File: src/rtl/touch_tap_swipe_classifier_top_macros.svh
// Assertion macros shared by the touch classifier RTL.
`ifndef TOUCH_TAP_SWIPE_CLASSIFIER_TOP_MACROS_SVH
`define TOUCH_TAP_SWIPE_CLASSIFIER_TOP_MACROS_SVH
`ifndef SYNTHESIS
// Same-cycle implication, checked on clk and disabled during reset.
`define TTS_ASSERT_IMPL(label, ante, cons) \
  label: assert property (@(posedge clk) disable iff (!rst_n) (ante) |-> (cons)) \
    else $error("touch classifier check failed");
// Next-cycle implication, checked on clk and disabled during reset.
`define TTS_ASSERT_NEXT(label, ante, cons) \
  label: assert property (@(posedge clk) disable iff (!rst_n) (ante) |=> (cons)) \
    else $error("touch classifier check failed");
`else
`define TTS_ASSERT_IMPL(label, ante, cons)
`define TTS_ASSERT_NEXT(label, ante, cons)
`endif
`endif

File: src/rtl/tts_pkg.sv
// Shared types and constants of the touch tap and swipe classifier.
package tts_pkg;

  // Default panel geometry and finger limit.
  localparam int DEF_PANEL_WIDTH  = 368;
  localparam int DEF_PANEL_HEIGHT = 448;
  localparam int DEF_MAX_FINGERS  = 2;

  // Frame field widths.
  localparam int BYTE_W  = 8;
  localparam int RAW_W   = 12;
  localparam int COUNT_W = 4;

  // Configuration port.
  localparam int THR_W      = 9;
  localparam int CFG_IDX_W  = 3;
  localparam int CFG_DATA_W = 9;
  localparam logic [THR_W-1:0] THR_RESET = 9'd42;

  // Register indexes of the configuration port.
  typedef enum logic [CFG_IDX_W-1:0] {
    CFG_ENABLED   = 3'd0,
    CFG_SWAP_AXES = 3'd1,
    CFG_MIRROR_X  = 3'd2,
    CFG_MIRROR_Y  = 3'd3,
    CFG_THRESHOLD = 3'd4
  } cfg_idx_t;

  // Gesture codes of a result item.
  localparam int GESTURE_W = 3;
  typedef enum logic [GESTURE_W-1:0] {
    G_NONE  = 3'd0,
    G_TAP   = 3'd1,
    G_LEFT  = 3'd2,
    G_RIGHT = 3'd3,
    G_UP    = 3'd4,
    G_DOWN  = 3'd5
  } gesture_t;

endpackage

File: src/rtl/tts_if.sv
// Handshake channel interfaces of the touch tap and swipe classifier.

// Input channel: one poll of the controller's data frame per item.
interface tts_in_if;
  import tts_pkg::*;
  logic              valid;
  logic              ready;
  logic              frame_ok;
  logic [BYTE_W-1:0] status_byte;
  logic [BYTE_W-1:0] x_high;
  logic [BYTE_W-1:0] x_low;
  logic [BYTE_W-1:0] y_high;
  logic [BYTE_W-1:0] y_low;
  modport source (output valid, frame_ok, status_byte, x_high, x_low, y_high, y_low,
                  input ready);
  modport sink (input valid, frame_ok, status_byte, x_high, x_low, y_high, y_low,
                output ready);
endinterface

// Result channel: one classification per item.
interface tts_out_if #(
  parameter int XW = 9,
  parameter int YW = 9
);
  import tts_pkg::*;
  logic                 valid;
  logic                 ready;
  logic [GESTURE_W-1:0] gesture;
  logic [XW-1:0]        event_x;
  logic [YW-1:0]        event_y;
  logic                 pressed;
  modport source (output valid, gesture, event_x, event_y, pressed, input ready);
  modport sink (input valid, gesture, event_x, event_y, pressed, output ready);
endinterface

// Configuration write channel.
interface tts_cfg_if;
  import tts_pkg::*;
  logic                  valid;
  logic                  ready;
  logic [CFG_IDX_W-1:0]  index;
  logic [CFG_DATA_W-1:0] data;
  modport source (output valid, index, data, input ready);
  modport sink (input valid, index, data, output ready);
endinterface

File: src/rtl/touch_tap_swipe_classifier_top.sv
// An accepted item passes through the input register and then the result register.
// Throughput: one item per cycle while the receiver is ready; the result register frees as its item is taken.
// The press tracking state updates as an item moves from the input to the result register.
// Reset (rst_n low, synchronous) empties both registers, ends any touch and restores
// the configuration defaults. Configuration writes are always ready.
// Top level of the touch tap and swipe classifier.
`include "touch_tap_swipe_classifier_top_macros.svh"

module touch_tap_swipe_classifier_top #(
  parameter int PANEL_WIDTH  = tts_pkg::DEF_PANEL_WIDTH,
  parameter int PANEL_HEIGHT = tts_pkg::DEF_PANEL_HEIGHT,
  parameter int MAX_FINGERS  = tts_pkg::DEF_MAX_FINGERS
) (
  input  logic        clk,
  input  logic        rst_n,
  tts_in_if.sink      in_ch,
  tts_out_if.source   out_ch,
  tts_cfg_if.sink     cfg_ch
);
  import tts_pkg::*;

  localparam int XW = $clog2(PANEL_WIDTH);
  localparam int YW = $clog2(PANEL_HEIGHT);
  localparam int CXW = (XW > THR_W) ? XW : THR_W;
  localparam int CYW = (YW > THR_W) ? YW : THR_W;
  localparam int DW  = (XW > YW) ? XW : YW;
  localparam logic [RAW_W-1:0] RAW_XMAX = RAW_W'(PANEL_WIDTH - 1);
  localparam logic [RAW_W-1:0] RAW_YMAX = RAW_W'(PANEL_HEIGHT - 1);
  localparam logic [XW-1:0] XMAX = XW'(PANEL_WIDTH - 1);
  localparam logic [YW-1:0] YMAX = YW'(PANEL_HEIGHT - 1);
  localparam logic [COUNT_W-1:0] FINGER_MAX = COUNT_W'(MAX_FINGERS);

  // Configuration registers.
  logic             enabled_r;
  logic             swap_axes_r;
  logic             mirror_x_r;
  logic             mirror_y_r;
  logic [THR_W-1:0] threshold_r;

  assign cfg_ch.ready = 1'b1;

  always_ff @(posedge clk) begin
    if (!rst_n) begin
      enabled_r   <= 1'b0;
      swap_axes_r <= 1'b0;
      mirror_x_r  <= 1'b0;
      mirror_y_r  <= 1'b0;
      threshold_r <= THR_RESET;
    end else if (cfg_ch.valid) begin
      unique case (cfg_ch.index)
        CFG_ENABLED:   enabled_r   <= cfg_ch.data[0];
        CFG_SWAP_AXES: swap_axes_r <= cfg_ch.data[0];
        CFG_MIRROR_X:  mirror_x_r  <= cfg_ch.data[0];
        CFG_MIRROR_Y:  mirror_y_r  <= cfg_ch.data[0];
        CFG_THRESHOLD: threshold_r <= cfg_ch.data[THR_W-1:0];
        default: ;
      endcase
    end
  end

  // Input register and its hand-off to the result register.
  logic              s1_valid_r;
  logic              s1_frame_ok_r;
  logic [BYTE_W-1:0] s1_status_r;
  logic [BYTE_W-1:0] s1_x_high_r;
  logic [BYTE_W-1:0] s1_x_low_r;
  logic [BYTE_W-1:0] s1_y_high_r;
  logic [BYTE_W-1:0] s1_y_low_r;
  logic              s1_adv;
  logic              out_valid_r;

  assign s1_adv      = s1_valid_r && (!out_valid_r || out_ch.ready);
  assign in_ch.ready = !s1_valid_r || s1_adv;

  always_ff @(posedge clk) begin
    if (!rst_n) begin
      s1_valid_r <= 1'b0;
    end else if (in_ch.ready) begin
      s1_valid_r <= in_ch.valid;
    end
  end

  always_ff @(posedge clk) begin
    if (in_ch.valid && in_ch.ready) begin
      s1_frame_ok_r <= in_ch.frame_ok;
      s1_status_r   <= in_ch.status_byte;
      s1_x_high_r   <= in_ch.x_high;
      s1_x_low_r    <= in_ch.x_low;
      s1_y_high_r   <= in_ch.y_high;
      s1_y_low_r    <= in_ch.y_low;
    end
  end

  // Touch tracking state.
  logic          touch_active_r, touch_active_nxt;
  logic [XW-1:0] start_x_r, start_x_nxt;
  logic [YW-1:0] start_y_r, start_y_nxt;
  logic [XW-1:0] last_x_r, last_x_nxt;
  logic [YW-1:0] last_y_r, last_y_nxt;

  // Press detection and coordinate mapping.
  logic [COUNT_W-1:0] fingers;
  logic               press;
  logic [RAW_W-1:0]   raw_x, raw_y, sw_x, sw_y;
  logic [XW-1:0]      clip_x, map_x;
  logic [YW-1:0]      clip_y, map_y;

  always_comb begin
    fingers = s1_status_r[COUNT_W-1:0];
    press   = enabled_r && s1_frame_ok_r && (fingers != '0) && (fingers <= FINGER_MAX);
    raw_x   = {s1_x_high_r[COUNT_W-1:0], s1_x_low_r};
    raw_y   = {s1_y_high_r[COUNT_W-1:0], s1_y_low_r};
    sw_x    = swap_axes_r ? raw_y : raw_x;
    sw_y    = swap_axes_r ? raw_x : raw_y;
    clip_x  = (sw_x > RAW_XMAX) ? XMAX : sw_x[XW-1:0];
    clip_y  = (sw_y > RAW_YMAX) ? YMAX : sw_y[YW-1:0];
    map_x   = mirror_x_r ? (XMAX - clip_x) : clip_x;
    map_y   = mirror_y_r ? (YMAX - clip_y) : clip_y;
  end

  // Release classification from the start and last points.
  logic [XW-1:0] adx;
  logic [YW-1:0] ady;
  logic          is_tap;
  logic          x_dominant;
  gesture_t      swipe_dir;

  always_comb begin
    adx = (last_x_r >= start_x_r) ? (last_x_r - start_x_r) : (start_x_r - last_x_r);
    ady = (last_y_r >= start_y_r) ? (last_y_r - start_y_r) : (start_y_r - last_y_r);
    is_tap = (CXW'(adx) < CXW'(threshold_r)) && (CYW'(ady) < CYW'(threshold_r));
    x_dominant = DW'(adx) > DW'(ady);
    if (x_dominant) begin
      swipe_dir = (last_x_r > start_x_r) ? G_RIGHT : G_LEFT;
    end else begin
      swipe_dir = (last_y_r > start_y_r) ? G_DOWN : G_UP;
    end
  end

  // Result and next state of the item in the input register.
  gesture_t      gesture_nxt;
  logic [XW-1:0] event_x_nxt;
  logic [YW-1:0] event_y_nxt;

  always_comb begin
    touch_active_nxt = touch_active_r;
    start_x_nxt      = start_x_r;
    start_y_nxt      = start_y_r;
    last_x_nxt       = last_x_r;
    last_y_nxt       = last_y_r;
    gesture_nxt      = G_NONE;
    event_x_nxt      = '0;
    event_y_nxt      = '0;
    priority if (press) begin
      touch_active_nxt = 1'b1;
      if (!touch_active_r) begin
        start_x_nxt = map_x;
        start_y_nxt = map_y;
      end
      last_x_nxt = map_x;
      last_y_nxt = map_y;
    end else if (touch_active_r) begin
      touch_active_nxt = 1'b0;
      if (is_tap) begin
        gesture_nxt = G_TAP;
        event_x_nxt = start_x_r;
        event_y_nxt = start_y_r;
      end else begin
        gesture_nxt = swipe_dir;
        event_x_nxt = last_x_r;
        event_y_nxt = last_y_r;
      end
    end else begin
      // No press and no touch in progress: the defaults stand.
    end
  end

  always_ff @(posedge clk) begin
    if (!rst_n) begin
      touch_active_r <= 1'b0;
      start_x_r      <= '0;
      start_y_r      <= '0;
      last_x_r       <= '0;
      last_y_r       <= '0;
    end else if (s1_adv) begin
      touch_active_r <= touch_active_nxt;
      start_x_r      <= start_x_nxt;
      start_y_r      <= start_y_nxt;
      last_x_r       <= last_x_nxt;
      last_y_r       <= last_y_nxt;
    end
  end

  // Result register.
  gesture_t      out_gesture_r;
  logic [XW-1:0] out_event_x_r;
  logic [YW-1:0] out_event_y_r;
  logic          out_pressed_r;

  always_ff @(posedge clk) begin
    if (!rst_n) begin
      out_valid_r <= 1'b0;
    end else if (s1_adv) begin
      out_valid_r <= 1'b1;
    end else if (out_ch.ready) begin
      out_valid_r <= 1'b0;
    end
  end

  always_ff @(posedge clk) begin
    if (s1_adv) begin
      out_gesture_r <= gesture_nxt;
      out_event_x_r <= event_x_nxt;
      out_event_y_r <= event_y_nxt;
      out_pressed_r <= press;
    end
  end

  assign out_ch.valid   = out_valid_r;
  assign out_ch.gesture = out_gesture_r;
  assign out_ch.event_x = out_event_x_r;
  assign out_ch.event_y = out_event_y_r;
  assign out_ch.pressed = out_pressed_r;

  // A gesture is only reported on a poll that is not a press.
  `TTS_ASSERT_IMPL(a_gesture_not_pressed, out_valid_r && (out_gesture_r != G_NONE), !out_pressed_r)
  // A result with no gesture carries a zero position.
  `TTS_ASSERT_IMPL(a_none_zero_pos, out_valid_r && (out_gesture_r == G_NONE), (out_event_x_r == '0) && (out_event_y_r == '0))
  // A press that moves on leaves a touch in progress.
  `TTS_ASSERT_NEXT(a_press_starts_touch, s1_adv && press, touch_active_r)
  // A reported gesture ends the touch.
  `TTS_ASSERT_NEXT(a_gesture_ends_touch, s1_adv && (gesture_nxt != G_NONE), !touch_active_r && out_valid_r)
  // Tracked points stay on the panel.
  `TTS_ASSERT_IMPL(a_points_on_panel, touch_active_r, (last_x_r <= XMAX) && (start_x_r <= XMAX) && (last_y_r <= YMAX) && (start_y_r <= YMAX))

endmodule

File: src/flat_wrapper.sv
// flat-port wrapper written by rule: the top's interface ports become plain ports
module touch_tap_swipe_classifier_top_flat import tts_pkg::*;
#(
  parameter int PANEL_WIDTH  = tts_pkg::DEF_PANEL_WIDTH,
  parameter int PANEL_HEIGHT = tts_pkg::DEF_PANEL_HEIGHT,
  parameter int MAX_FINGERS  = tts_pkg::DEF_MAX_FINGERS
)
  (clk, rst_n, in_ch_valid, in_ch_frame_ok, in_ch_status_byte, in_ch_x_high, in_ch_x_low, in_ch_y_high, in_ch_y_low, in_ch_ready, out_ch_valid, out_ch_gesture, out_ch_event_x, out_ch_event_y, out_ch_pressed, out_ch_ready, cfg_ch_valid, cfg_ch_index, cfg_ch_data, cfg_ch_ready);
  tts_in_if in_ch_i ();
  tts_out_if #(.XW((9)), .YW((9))) out_ch_i ();
  tts_cfg_if cfg_ch_i ();
  input  logic clk;
  input  logic rst_n;
  input wire logic [$bits(in_ch_i.valid)-1:0] in_ch_valid;
  input wire logic [$bits(in_ch_i.frame_ok)-1:0] in_ch_frame_ok;
  input wire logic [$bits(in_ch_i.status_byte)-1:0] in_ch_status_byte;
  input wire logic [$bits(in_ch_i.x_high)-1:0] in_ch_x_high;
  input wire logic [$bits(in_ch_i.x_low)-1:0] in_ch_x_low;
  input wire logic [$bits(in_ch_i.y_high)-1:0] in_ch_y_high;
  input wire logic [$bits(in_ch_i.y_low)-1:0] in_ch_y_low;
  output wire logic [$bits(in_ch_i.ready)-1:0] in_ch_ready;
  output wire logic [$bits(out_ch_i.valid)-1:0] out_ch_valid;
  output wire logic [$bits(out_ch_i.gesture)-1:0] out_ch_gesture;
  output wire logic [$bits(out_ch_i.event_x)-1:0] out_ch_event_x;
  output wire logic [$bits(out_ch_i.event_y)-1:0] out_ch_event_y;
  output wire logic [$bits(out_ch_i.pressed)-1:0] out_ch_pressed;
  input wire logic [$bits(out_ch_i.ready)-1:0] out_ch_ready;
  input wire logic [$bits(cfg_ch_i.valid)-1:0] cfg_ch_valid;
  input wire logic [$bits(cfg_ch_i.index)-1:0] cfg_ch_index;
  input wire logic [$bits(cfg_ch_i.data)-1:0] cfg_ch_data;
  output wire logic [$bits(cfg_ch_i.ready)-1:0] cfg_ch_ready;
  assign in_ch_i.valid = in_ch_valid;
  assign in_ch_i.frame_ok = in_ch_frame_ok;
  assign in_ch_i.status_byte = in_ch_status_byte;
  assign in_ch_i.x_high = in_ch_x_high;
  assign in_ch_i.x_low = in_ch_x_low;
  assign in_ch_i.y_high = in_ch_y_high;
  assign in_ch_i.y_low = in_ch_y_low;
  assign in_ch_ready = in_ch_i.ready;
  assign out_ch_valid = out_ch_i.valid;
  assign out_ch_gesture = out_ch_i.gesture;
  assign out_ch_event_x = out_ch_i.event_x;
  assign out_ch_event_y = out_ch_i.event_y;
  assign out_ch_pressed = out_ch_i.pressed;
  assign out_ch_i.ready = out_ch_ready;
  assign cfg_ch_i.valid = cfg_ch_valid;
  assign cfg_ch_i.index = cfg_ch_index;
  assign cfg_ch_i.data = cfg_ch_data;
  assign cfg_ch_ready = cfg_ch_i.ready;
  touch_tap_swipe_classifier_top #(.PANEL_WIDTH(PANEL_WIDTH), .PANEL_HEIGHT(PANEL_HEIGHT), .MAX_FINGERS(MAX_FINGERS)) u_core (.clk(clk), .rst_n(rst_n), .in_ch(in_ch_i), .out_ch(out_ch_i), .cfg_ch(cfg_ch_i));
endmodule
File: config.mk
export PLATFORM = sky130hd
export DESIGN_NAME = touch_tap_swipe_classifier_top_flat
export DESIGN_NICKNAME = d
export VERILOG_FILES = /design/src/rtl/tts_pkg.sv /design/src/rtl/tts_if.sv /design/src/rtl/touch_tap_swipe_classifier_top.sv /design/src/flat_wrapper.sv
export VERILOG_INCLUDE_DIRS = /design/src /design/src/rtl
export SDC_FILE = /design/constraint.sdc
export NUM_CORES = 1
export LEC_CHECK = 0
export BUFFER_PORTS_ARGS = -buffer_cell sky130_fd_sc_hd__buf_2
export CAP_MARGIN = 20
export CORE_MARGIN = 2
export CORE_UTILIZATION = 53
export CTS_BUF_LIST = sky130_fd_sc_hd__clkbuf_16
export CTS_CLUSTER_SIZE = 24
export DETAILED_ROUTE_END_ITERATION = 8
export PLACE_DENSITY = 0.77
export SKIP_LAST_GASP = 1
export SLEW_MARGIN = 20
export SYNTH_ARGS = -nofsm -noshare
export SYNTH_HDL_FRONTEND = slang
export SYNTH_SLANG_ARGS = --single-unit
File: constraint.sdc
create_clock -name clk -period 3.7 [get_ports clk]
set_input_delay 0.185 -clock clk [delete_from_list [all_inputs] [get_ports clk]]
set_output_delay 0.185 -clock clk [all_outputs]
set_load 0.005 [all_outputs]
==> impl_metrics.env, run 1 <==
export IMPL_clock_sinks=103
export IMPL_vdd_drop_max_mv=0.2934
export IMPL_overflow=0
export IMPL_min_period_ps=3915
export IMPL_fin_crit_sh_pct=105.8
export IMPL_final_setup_worst_slack_ps=-214.6
export IMPL_synth_cell_types=56
export IMPL_grt_pass1_vias=6077
export IMPL_critPathBufInv=2
export IMPL_hold_path_class="in -> reg"
export IMPL_status="complete, but fails checks"
export IMPL_max_freq_ghz=0.2555
export IMPL_dp_hpwl_um=13970
export IMPL_yosysWarnings=0
export IMPL_critical_path_arrival_ps=4110
export IMPL_post_drt_wl_per_cell_um=18.48
export IMPL_nFillCells=837
export IMPL_io_buffers=69
export IMPL_cp_slowest_cell="or4_4"
export IMPL_vias=6236
export IMPL_ys_ff_latch=103
export IMPL_powerDensity_nw_per_um2=257.9
export IMPL_nets=1019
export IMPL_p_total_uw=2302
export IMPL_place_congestion=1.032
export IMPL_syn_inst=723
export IMPL_fp_dieW_um=115.6
export IMPL_cts_made_buffers=9
export IMPL_drc_errors=0
export IMPL_power_leakage_uw=0.003614
export IMPL_crit_type="reg -> reg"
export IMPL_dr_first_iter_drc_count=562
export IMPL_area_growth_syn_to_layout_pct=35.22
export IMPL_synth_top_area_share_pct=23.20
export IMPL_synthesis_area_um2=6601
export IMPL_setup_viol=21
export IMPL_ys_seq_area_share_pct=38.97
export IMPL_relSlewSlack_pct=32.79
export IMPL_place_inst=1021
export IMPL_clkLatencyLatePin_ps=360
export IMPL_drive_gt1_share_pct=34.30
export IMPL_initial_core_util_pct=54.73
export IMPL_cp_end_kind="flop"
export IMPL_grt_max_degree=55
export IMPL_layout_cells_non_filler=1069
export IMPL_ff2ff_setup_slack_ps=-210
export IMPL_row_count=40
export IMPL_yosysMostFrequentCell="nand2_1"
export IMPL_synthArstFlopShare_pct=0
export IMPL_dr_pass1_iters=5
export IMPL_synth_ff_type="dfxtp_1"
export IMPL_skew_ps=11.85
export IMPL_grt_pass1_wl_um=29770
export IMPL_grt_total_usage_pct=28.99
export IMPL_critPathLaunchType="flop"
export IMPL_syn_area_per_cell_um2=9.130
export IMPL_worstPathRequired_ps=3890
export IMPL_core_area_um2=12060
export IMPL_antennaDiodeCount=0
export IMPL_clkTransAtPathRegs_ps=70
export IMPL_final_util_pct=74.00
export IMPL_die_area_um2=13360
export IMPL_synth_edff_count=51
export IMPL_crit_fanout=4
export IMPL_antenna_found_initial=0
export IMPL_rsz0062_at_grt="true"
export IMPL_die_h_um=115.6
export IMPL_io_pins=83
export IMPL_clk_path_buf_depth=2
export IMPL_hold_viol=0
export IMPL_max_cap_violations=0
export IMPL_yosys_area_top_type="edfxtp_1"
export IMPL_mappedNetlistNets=846
export IMPL_routed_wl_um=19750
export IMPL_max_stage_delay_ps=520
export IMPL_htree_levels=3
export IMPL_synth_top_cells_by_count="nand2_1, ha_1, inv_1, dfxtp_1, edfxtp_1"
export IMPL_slew_violations=0
export IMPL_cts_root_buf="clkbuf_16"
export IMPL_drtAntennaViolNets=0
export IMPL_violations="setup timing"
export IMPL_vias_per_cell=5.833
export IMPL_cpLargestDelayFamily="simple AND/OR/NAND/NOR gates"
export IMPL_tightest_slew_ps=1007
export IMPL_hold_slack_ps=0.7256
export IMPL_path_cells="inv_2 -> ha_4 -> nand4_1 -> nor3_2 -> a211oi_2 -> o21ai_2 -> buf_4 -> mux2i_4 -> xor2_2 -> ha_1 -> or4_4 -> a221oi_2 -> o31ai_1 -> o211ai_1 -> or3b_1 -> a31oi_1"
export IMPL_tritoncts="done"
export IMPL_synthTopCellsByArea="edfxtp_1, dfxtp_1, ha_1"
## flip-flops by register name, summed over array words and instances (netlist names), 3 cells and up
| name | flops |
|---|---|
| u_core.s1_status_r | 4 |
| u_core.s1_y_high_r | 4 |
| u_core.last_x_r | 9 |
| u_core.start_x_r | 9 |
| u_core.s1_x_high_r | 4 |
| u_core.s1_x_low_r | 8 |
| u_core.out_ch.event_x | 9 |
| u_core.out_ch.event_y | 9 |
| u_core.start_y_r | 9 |
| u_core.s1_y_low_r | 8 |
| u_core.threshold_r | 9 |
| u_core.last_y_r | 9 |
| u_core.out_ch.gesture | 3 |
## worst paths after layout
kind / startpoint / endpoint / cells past startpoint
setup reg to reg: u_core.last_x_r[4] / u_core.out_ch.gesture[0] / 16
setup / recovery: u_core.last_x_r[4] / u_core.out_ch.gesture[0] / 16
hold / removal: in_ch_x_low[4] / u_core.s1_x_low_r[4] / 1
hold reg to reg: u_core.threshold_r[2] / u_core.threshold_r[2] / 2
## layout by cell type (no fill, tap or decap), drive strengths merged, types with 4 or more instances in the layout
master	instances
a211oi	11
a21boi	30
a21o	11
a21oi	40
a221oi	7
and2	6
and3	5
buf	186
clkbuf	9
clkinv	6
dfxtp	52
dlygate4sd3	13
edfxtp	51
fa	4
ha	61
inv	54
mux2	5
mux2i	21
nand2	76
nand2b	8
nand3	37
nand4	7
nor2	32
nor2b	23
nor3	9
o211ai	4
o21ai	52
o21bai	4
o22ai	10
xnor2	19
xor2	16
## area by class of cell
cell class                      count  area [µm²]  share of cell area (%)
Timing Repair Buffer              199        1431                   16.04
Clock inverter                      7       41.29                  0.4626
Multi-Input combinational cell    530        4212                   47.18
Tap cell                          168       210.2                   2.355
Sequential cell                   103        2608                   29.21
Inverter                           53       198.9                   2.229
Clock buffer                        9       225.2                   2.523
## power breakdown
part / internal [µW] / leakage, µW / switching, µW / total [µW]
Clock: 450 / 0.000133 / 428 / 878
Combinational: 82.6 / 0.00255 / 93.6 / 176
Sequential: 1230 / 0.000932 / 20.1 / 1250
## per-layer routing
| layer | wire, µm | GRT usage (%) | share of wire (%) |
|---|---|---|---|
| met2 | 10050 | 52.09 | 51 |
| met5 | 0 | 0 | 0 |
| met4 | 696 | 12.21 | 3.5 |
| met3 | 1357 | 5.649 | 6.9 |
| met1 | 7647 | 33.71 | 39 |
## timing repair
| action | in CTS | in global routing |
|---|---|---|
| endpoints found under the hold margin | 12 | 1 |
| endpoints found under the setup margin | 21 | 21 |
| gates cloned | 1 | 0 |
| gates resized for setup | 92 | 42 |
| pin swaps | 31 | 28 |
| buffers inserted | 10 | 8 |
| hold buffers | 12 | 1 |
## metrics by stage
stage                     setup slack, ps  cell area (µm²)  TNS [ps]
after floorplan                     1.051             6630         0
after global placement             -315.9             7789     -5186
after detailed placement           -422.0             7789     -6917
after CTS                          -87.94             8661    -224.9
after global routing               -354.4             8926     -5247
final                              -214.6             8926     -2335
## logic make-up (layout without fill, tap and decap cells)
group | count (synthesis) | in the layout | share of synthesized area [%]
adder cells (fa/ha/maj) | 65 | 65 | 12.77
XOR/XNOR | 35 | 35 | 4.644
AO/OA/AOI/OAI | 186 | 186 | 18.16
flip-flops | 103 | 103 | 38.97
AND/OR/NAND/NOR | 217 | 217 | 15.88
buffers and inverters | 90 | 268 | 5.478
other | 1 | 1 | 0.05681
multiplexers | 26 | 26 | 4.037
(Power assumes the default switching activity.)
==> inputs of run 2 (changes only) <==
PLACE_DENSITY = not set   (was 0.77)
PLACE_DENSITY_LB_ADDON = 0.1   (was not set)
==> impl_metrics.env, run 2 (synthesized netlist as in run 1, its figures left out) <==
export IMPL_status="complete, but fails checks"
export IMPL_violations="setup timing"
export IMPL_die_area_um2=13360
export IMPL_area_growth_syn_to_layout_pct=37.51
export IMPL_clkTransAtPathRegs_ps=70
export IMPL_hold_viol=0
export IMPL_crit_end="u_core.out_ch.gesture[0]"
export IMPL_io_buffers=69
export IMPL_worstPathRequired_ps=3880
export IMPL_fin_crit_sh_pct=103.0
export IMPL_max_freq_ghz=0.2624
export IMPL_ff2ff_setup_slack_ps=-110
export IMPL_hold_path_class="in -> reg"
export IMPL_tritoncts="done"
export IMPL_r2r_end="u_core.out_ch.gesture[0]"
export IMPL_final_common_cell="buf_4"
export IMPL_clock_sinks=103
export IMPL_drc_errors=0
export IMPL_nets=1034
export IMPL_overflow=0
export IMPL_rsz0062_at_grt="true"
export IMPL_dp_hpwl_um=13880
export IMPL_drtAntennaViolNets=0
export IMPL_p_total_uw=2362
export IMPL_htree_levels=3
export IMPL_cts_root_buf="clkbuf_16"
export IMPL_final_setup_worst_slack_ps=-111.4
export IMPL_dr_first_iter_drc_count=307
export IMPL_initial_core_util_pct=54.73
export IMPL_vias_per_cell=5.594
export IMPL_slew_violations=0
export IMPL_vdd_drop_max_mv=0.3604
export IMPL_cts_made_buffers=9
export IMPL_grt_total_usage_pct=28.85
export IMPL_power_leakage_uw=0.003719
export IMPL_die_h_um=115.6
export IMPL_critPathLaunchType="flop"
export IMPL_place_congestion=0.9385
export IMPL_layout_cells_non_filler=1084
export IMPL_post_drt_wl_per_cell_um=17.65
export IMPL_vias=6064
export IMPL_skew_ps=9.072
export IMPL_clk_path_buf_depth=2
export IMPL_hold_slack_ps=7.112
export IMPL_drive_gt1_share_pct=32.86
export IMPL_critical_path_arrival_ps=3990
export IMPL_tightest_slew_ps=1067
export IMPL_max_cap_violations=0
export IMPL_crit_fanout=4
export IMPL_startpoint="u_core.start_y_r[7]"
export IMPL_fp_dieW_um=115.6
export IMPL_clkLatencyLatePin_ps=350
export IMPL_relSlewSlack_pct=28.81
export IMPL_grt_pass1_vias=6151
export IMPL_final_cell_mix="buf_4, nand2_1, buf_2, inv_1, edfxtp_1"
export IMPL_row_count=40
export IMPL_min_from="in_ch_y_low[0]"
export IMPL_grt_pass1_wl_um=29630
export IMPL_crit_type="reg -> reg"
export IMPL_antenna_found_initial=0
export IMPL_core_area_um2=12060
export IMPL_antennaDiodeCount=0
export IMPL_place_inst=1028
export IMPL_routed_wl_um=19140
export IMPL_cp_end_kind="flop"
export IMPL_setup_viol=13
export IMPL_grt_max_degree=55
export IMPL_powerDensity_nw_per_um2=260.2
export IMPL_dr_pass1_iters=5
export IMPL_reg2reg_depth=15
export IMPL_min_period_ps=3811
export IMPL_r2r_start="u_core.start_y_r[7]"
export IMPL_io_pins=83
==> run 2: cell count changes in the layout (fill, tap and decap cells not counted), moves of 4 or more <==
cell | before | now
buf_12 | 4 | 10
buf_6 | 8 | 4
dfxtp_1 | 30 | 34
dlygate4sd3_1 | 13 | 25
inv_1 | 49 | 53
inv_2 | 5 | 1
==> run 2: repair_timing <==
action | CTS | global route
cloned | 1 | 0
setup buffers | 6 | 8
hold endpoints to repair | 19 | 6
pin swaps | 19 | 22
setup endpoints to repair | 21 | 21
hold buffers | 19 | 6
gates resized for setup | 58 | 55
==> run 2: critical path: stages (launching register included) <==
cell and delay [ps]:
dfxtp_2 340, inv_2 50, ha_4 150, or3_4 410, o31ai_4 260, nor2b_4 220, buf_6 150, mux2_4 310
xor2_1 150, ha_2 170, or4_4 470, a221oi_2 180, o31ai_1 110, o211ai_1 140, or3b_1 370, a31oi_1 160
==> run 2: layer usage <==
metal	track usage, %	up-vias	part of all wire [%]
met5	0	-	0
met4	13.57	0	3.6
met3	6.538	50	6.1
met2	49.47	211	50
met1	34.35	2862	40
li1	-	2941	-
==> run 2: report_power, final <==
group | total (µW) | switching (µW) | internal, µW
logic | 194 | 97.1 | 96.7
clock network | 921 | 454 | 467
registers | 1250 | 19.3 | 1230
total | 2360 | 570 | 1790
==> run 2: stage by stage <==
stage | setup slack (ps) | TNS (ps) | instance area [µm²] | util (%)
6_report | -111.4 | -479.4 | 9077 | 75.26
5_1_grt | -336.7 | -3206 | 9077 | 75.26
4_1_cts | -56.56 | -172.2 | 8713 | 72.24
3_5_place_dp | -338.1 | -5099 | 7916 | 65.63
3_3_place_gp | -332.0 | -3892 | 7916 | 65.63
2_1_floorplan | 1.051 | 0 | 6630 | -
==> run 2: worst min-delay path by stage <==
stage | endpoint | slack [ps] | cells after the start
detailed placement | u_core.s1_x_low_r[6] | 360 | 1
floorplan | u_core.s1_frame_ok_r | 280 | 0
global route | u_core.s1_x_low_r[3] | 0.3 | 1
global placement | u_core.s1_x_low_r[0] | 360 | 1
CTS | u_core.s1_y_low_r[0] | 0.2 | 1
finish | u_core.s1_y_low_r[0] | 7 | 1
==> run 2: final cells by class <==
| cell class | instances | area, µm² |
|---|---|---|
| clock buffer | 9 | 225.2 |
| clock inverter | 7 | 55.05 |
| fill | 886 | 2984 |
| inverter | 53 | 198.9 |
| multi-input combinational | 530 | 4134 |
| sequential | 103 | 2597 |
| tap | 168 | 210.2 |
| timing repair buffer | 214 | 1657 |
==> inputs of run 3 (changes only) <==
ABC_AREA = 1   (was not set)
==> impl_metrics.env, run 3 <==
export IMPL_status="completed"
export IMPL_post_place_ws_ps=222.1
export IMPL_io_buffers=69
export IMPL_synth_cell_types=48
export IMPL_r2r_end="u_core.out_ch.event_x[8]"
export IMPL_post_drt_wl_per_cell_um=14.08
export IMPL_htree_levels=3
export IMPL_final_setup_worst_slack_ps=244.1
export IMPL_post_cts_buffers=0
export IMPL_synthTopCellsByArea="edfxtp_1, dfxtp_1, ha_1"
export IMPL_place_congestion=0.8602
export IMPL_vdd_drop_max_mv=0.3225
export IMPL_die_area_um2=13690
export IMPL_vias=5779
export IMPL_skew_ps=7.241
export IMPL_grt_total_usage_pct=24.62
export IMPL_drive_gt1_share_pct=16.65
export IMPL_clock_sinks=103
export IMPL_setup_viol=0
export IMPL_initial_core_util_pct=54.06
export IMPL_ys_seq_area_share_pct=38.02
export IMPL_yosysWarnings=0
export IMPL_row_count=41
export IMPL_clk_path_buf_depth=2
export IMPL_vias_per_cell=5.047
export IMPL_reg2reg_depth=21
export IMPL_synth_edff_count=51
export IMPL_critical_path_arrival_ps=3580
export IMPL_powerDensity_nw_per_um2=313.6
export IMPL_die_h_um=117.0
export IMPL_p_total_uw=2512
export IMPL_synthArstFlopShare_pct=0
export IMPL_synth_top_area_share_pct=22.63
export IMPL_r2r_start="u_core.last_y_r[4]"
export IMPL_whs_path_depth=1
export IMPL_power_leakage_uw=0.003893
export IMPL_antenna_found_initial=0
export IMPL_tightest_slew_ps=996.5
export IMPL_routed_wl_um=16120
export IMPL_cts_root_buf="clkbuf_16"
export IMPL_rsz0062_at_grt="true"
export IMPL_io_pins=83
export IMPL_layout_cells_non_filler=1145
export IMPL_syn_inst=865
export IMPL_dr_pass1_iters=5
export IMPL_yosys_area_top_type="edfxtp_1"
export IMPL_tns_ps=0
export IMPL_hold_viol=0
export IMPL_drtAntennaViolNets=0
export IMPL_nets=1091
export IMPL_grt_pass1_wl_um=25900
export IMPL_core_area_um2=12520
export IMPL_fin_crit_sh_pct=93.40
export IMPL_place_inst=1101
export IMPL_dr_first_iter_drc_count=331
export IMPL_dp_hpwl_um=12210
export IMPL_ff2ff_setup_slack_ps=240
export IMPL_grt_max_degree=34
export IMPL_cp_end_kind="flop"
export IMPL_syn_area_per_cell_um2=7.823
export IMPL_synthesis_area_um2=6766
export IMPL_worstPathRequired_ps=3820
export IMPL_ys_ff_latch=103
export IMPL_synth_top_cells_by_count="nand2_1, inv_1, a21oi_1, ha_1, o21ai_0"
export IMPL_cts_made_buffers=9
export IMPL_area_growth_syn_to_layout_pct=18.38
export IMPL_hold_path_class="in -> reg"
export IMPL_drc_errors=0
export IMPL_final_util_pct=63.99
export IMPL_synth_ff_type="dfxtp_1"
export IMPL_max_freq_ghz=0.2894
export IMPL_final_common_cell="nand2_1"
export IMPL_crit_type="reg -> reg"
export IMPL_relSlewSlack_pct=33.50
export IMPL_tritoncts="done"
export IMPL_min_to="u_core.s1_y_high_r[1]"
export IMPL_antennaDiodeCount=0
export IMPL_min_period_ps=3456
export IMPL_mappedNetlistNets=988
export IMPL_final_cell_mix="nand2_1, inv_1, a21oi_1, buf_2, ha_1"
export IMPL_grt_pass1_vias=5440
export IMPL_max_cap_violations=0
export IMPL_crit_fanout=33
export IMPL_clkLatencyLatePin_ps=360
export IMPL_slew_violations=0
export IMPL_yosysMostFrequentCell="nand2_1"
export IMPL_min_from="in_ch_y_high[1]"
export IMPL_critPathLaunchType="flop"
export IMPL_overflow=0
export IMPL_clkTransAtPathRegs_ps=80
export IMPL_fp_dieW_um=117.0
run 3: cell types whose count changed after synthesis, moves of 13 or more:
cell      delta
a21boi_0    -30
a21oi_1     +56
clkbuf_1    -14
inv_1       +82
inv_2       +14
mux2i_1     -18
nand2_1    +113
nor2b_1     -23
xnor2_1     -16
xor2_1      +13
run 3: stage by stage:
stage,hold slack [ps],cell area (µm²)
2_1_floorplan,283.9,6766
3_3_place_gp,360.9,7352
3_5_place_dp,363.1,7352
4_1_cts,6.760,7964
5_1_grt,8.405,8010
6_report,9.082,8010
run 3: worst max path at each step:
stage          slack [ps]               start  cells after the start                       end
6_report              240  u_core.last_y_r[4]                     21  u_core.out_ch.event_x[8]
4_1_cts               220  u_core.last_x_r[0]                     21  u_core.out_ch.event_y[2]
3_5_place_dp          220  u_core.last_x_r[0]                     21  u_core.out_ch.event_y[2]
3_3_place_gp          290  u_core.last_x_r[4]                     21  u_core.out_ch.event_y[2]
2_1_floorplan         660  u_core.last_x_r[6]                     19  u_core.out_ch.event_x[8]
5_1_grt               -30  u_core.last_x_r[0]                     21  u_core.out_ch.event_x[0]
run 3: kinds of logic after synthesis:
family	synth area share [%]
other	0.05542
AND/OR/NAND/NOR	18.69
buffers and inverters	10.89
multiplexers	0.4438
XOR/XNOR	4.142
AO/OA/AOI/OAI	15.29
flip-flops	38.02
adder cells (fa/ha/maj)	12.46
run 3: area by class of cell:
| cell class | count | area (µm²) |
|---|---|---|
| fill | 1129 | 4507 |
| multi-input combinational | 582 | 3503 |
| sequential | 103 | 2572 |
| timing repair buffer | 121 | 818.3 |
| inverter | 151 | 569.3 |
| clock buffer | 10 | 250.2 |
| tap | 172 | 215.2 |
| clock inverter | 6 | 81.33 |
run 3: timing repair:
| item | in CTS | in global routing |
|---|---|---|
| hold buffers | 28 | 0 |
| endpoints found under the hold margin | 28 | 0 |
| resized for setup | 0 | 11 |
| setup endpoints to repair | 0 | 20 |
run 3: worst max-delay path, stage by stage (launching register included):
cell	delay (ps)
dfxtp_1	350
inv_1	80
ha_1	390
a21oi_2	230
o21ai_0	110
nand2_1	120
nand4_4	170
inv_2	170
nand2_1	60
nand2_1	170
inv_2	40
ha_1	290
nand2_1	80
nor2_1	170
nand3_1	100
nand3_1	90
inv_1	50
nand2_2	70
buf_12	190
inv_1	120
nor2_1	100
nor2_1	50
run 3: metal layers:
layer	track usage, %	up-vias	share of wire [%]
li1	-	3005	-
met1	31.30	2591	46
met2	40.81	146	46
met3	5.201	37	4.8
met4	10.43	0	3.3
met5	0	-	0
run 3: power breakdown:
part           switching [µW]  internal (µW)  leakage (µW)  total [µW]
clock network             479            583      0.000164        1060
logic                     119           84.3       0.00281         204
registers                14.2           1230      0.000915        1250
total                     613           1900       0.00389        2510
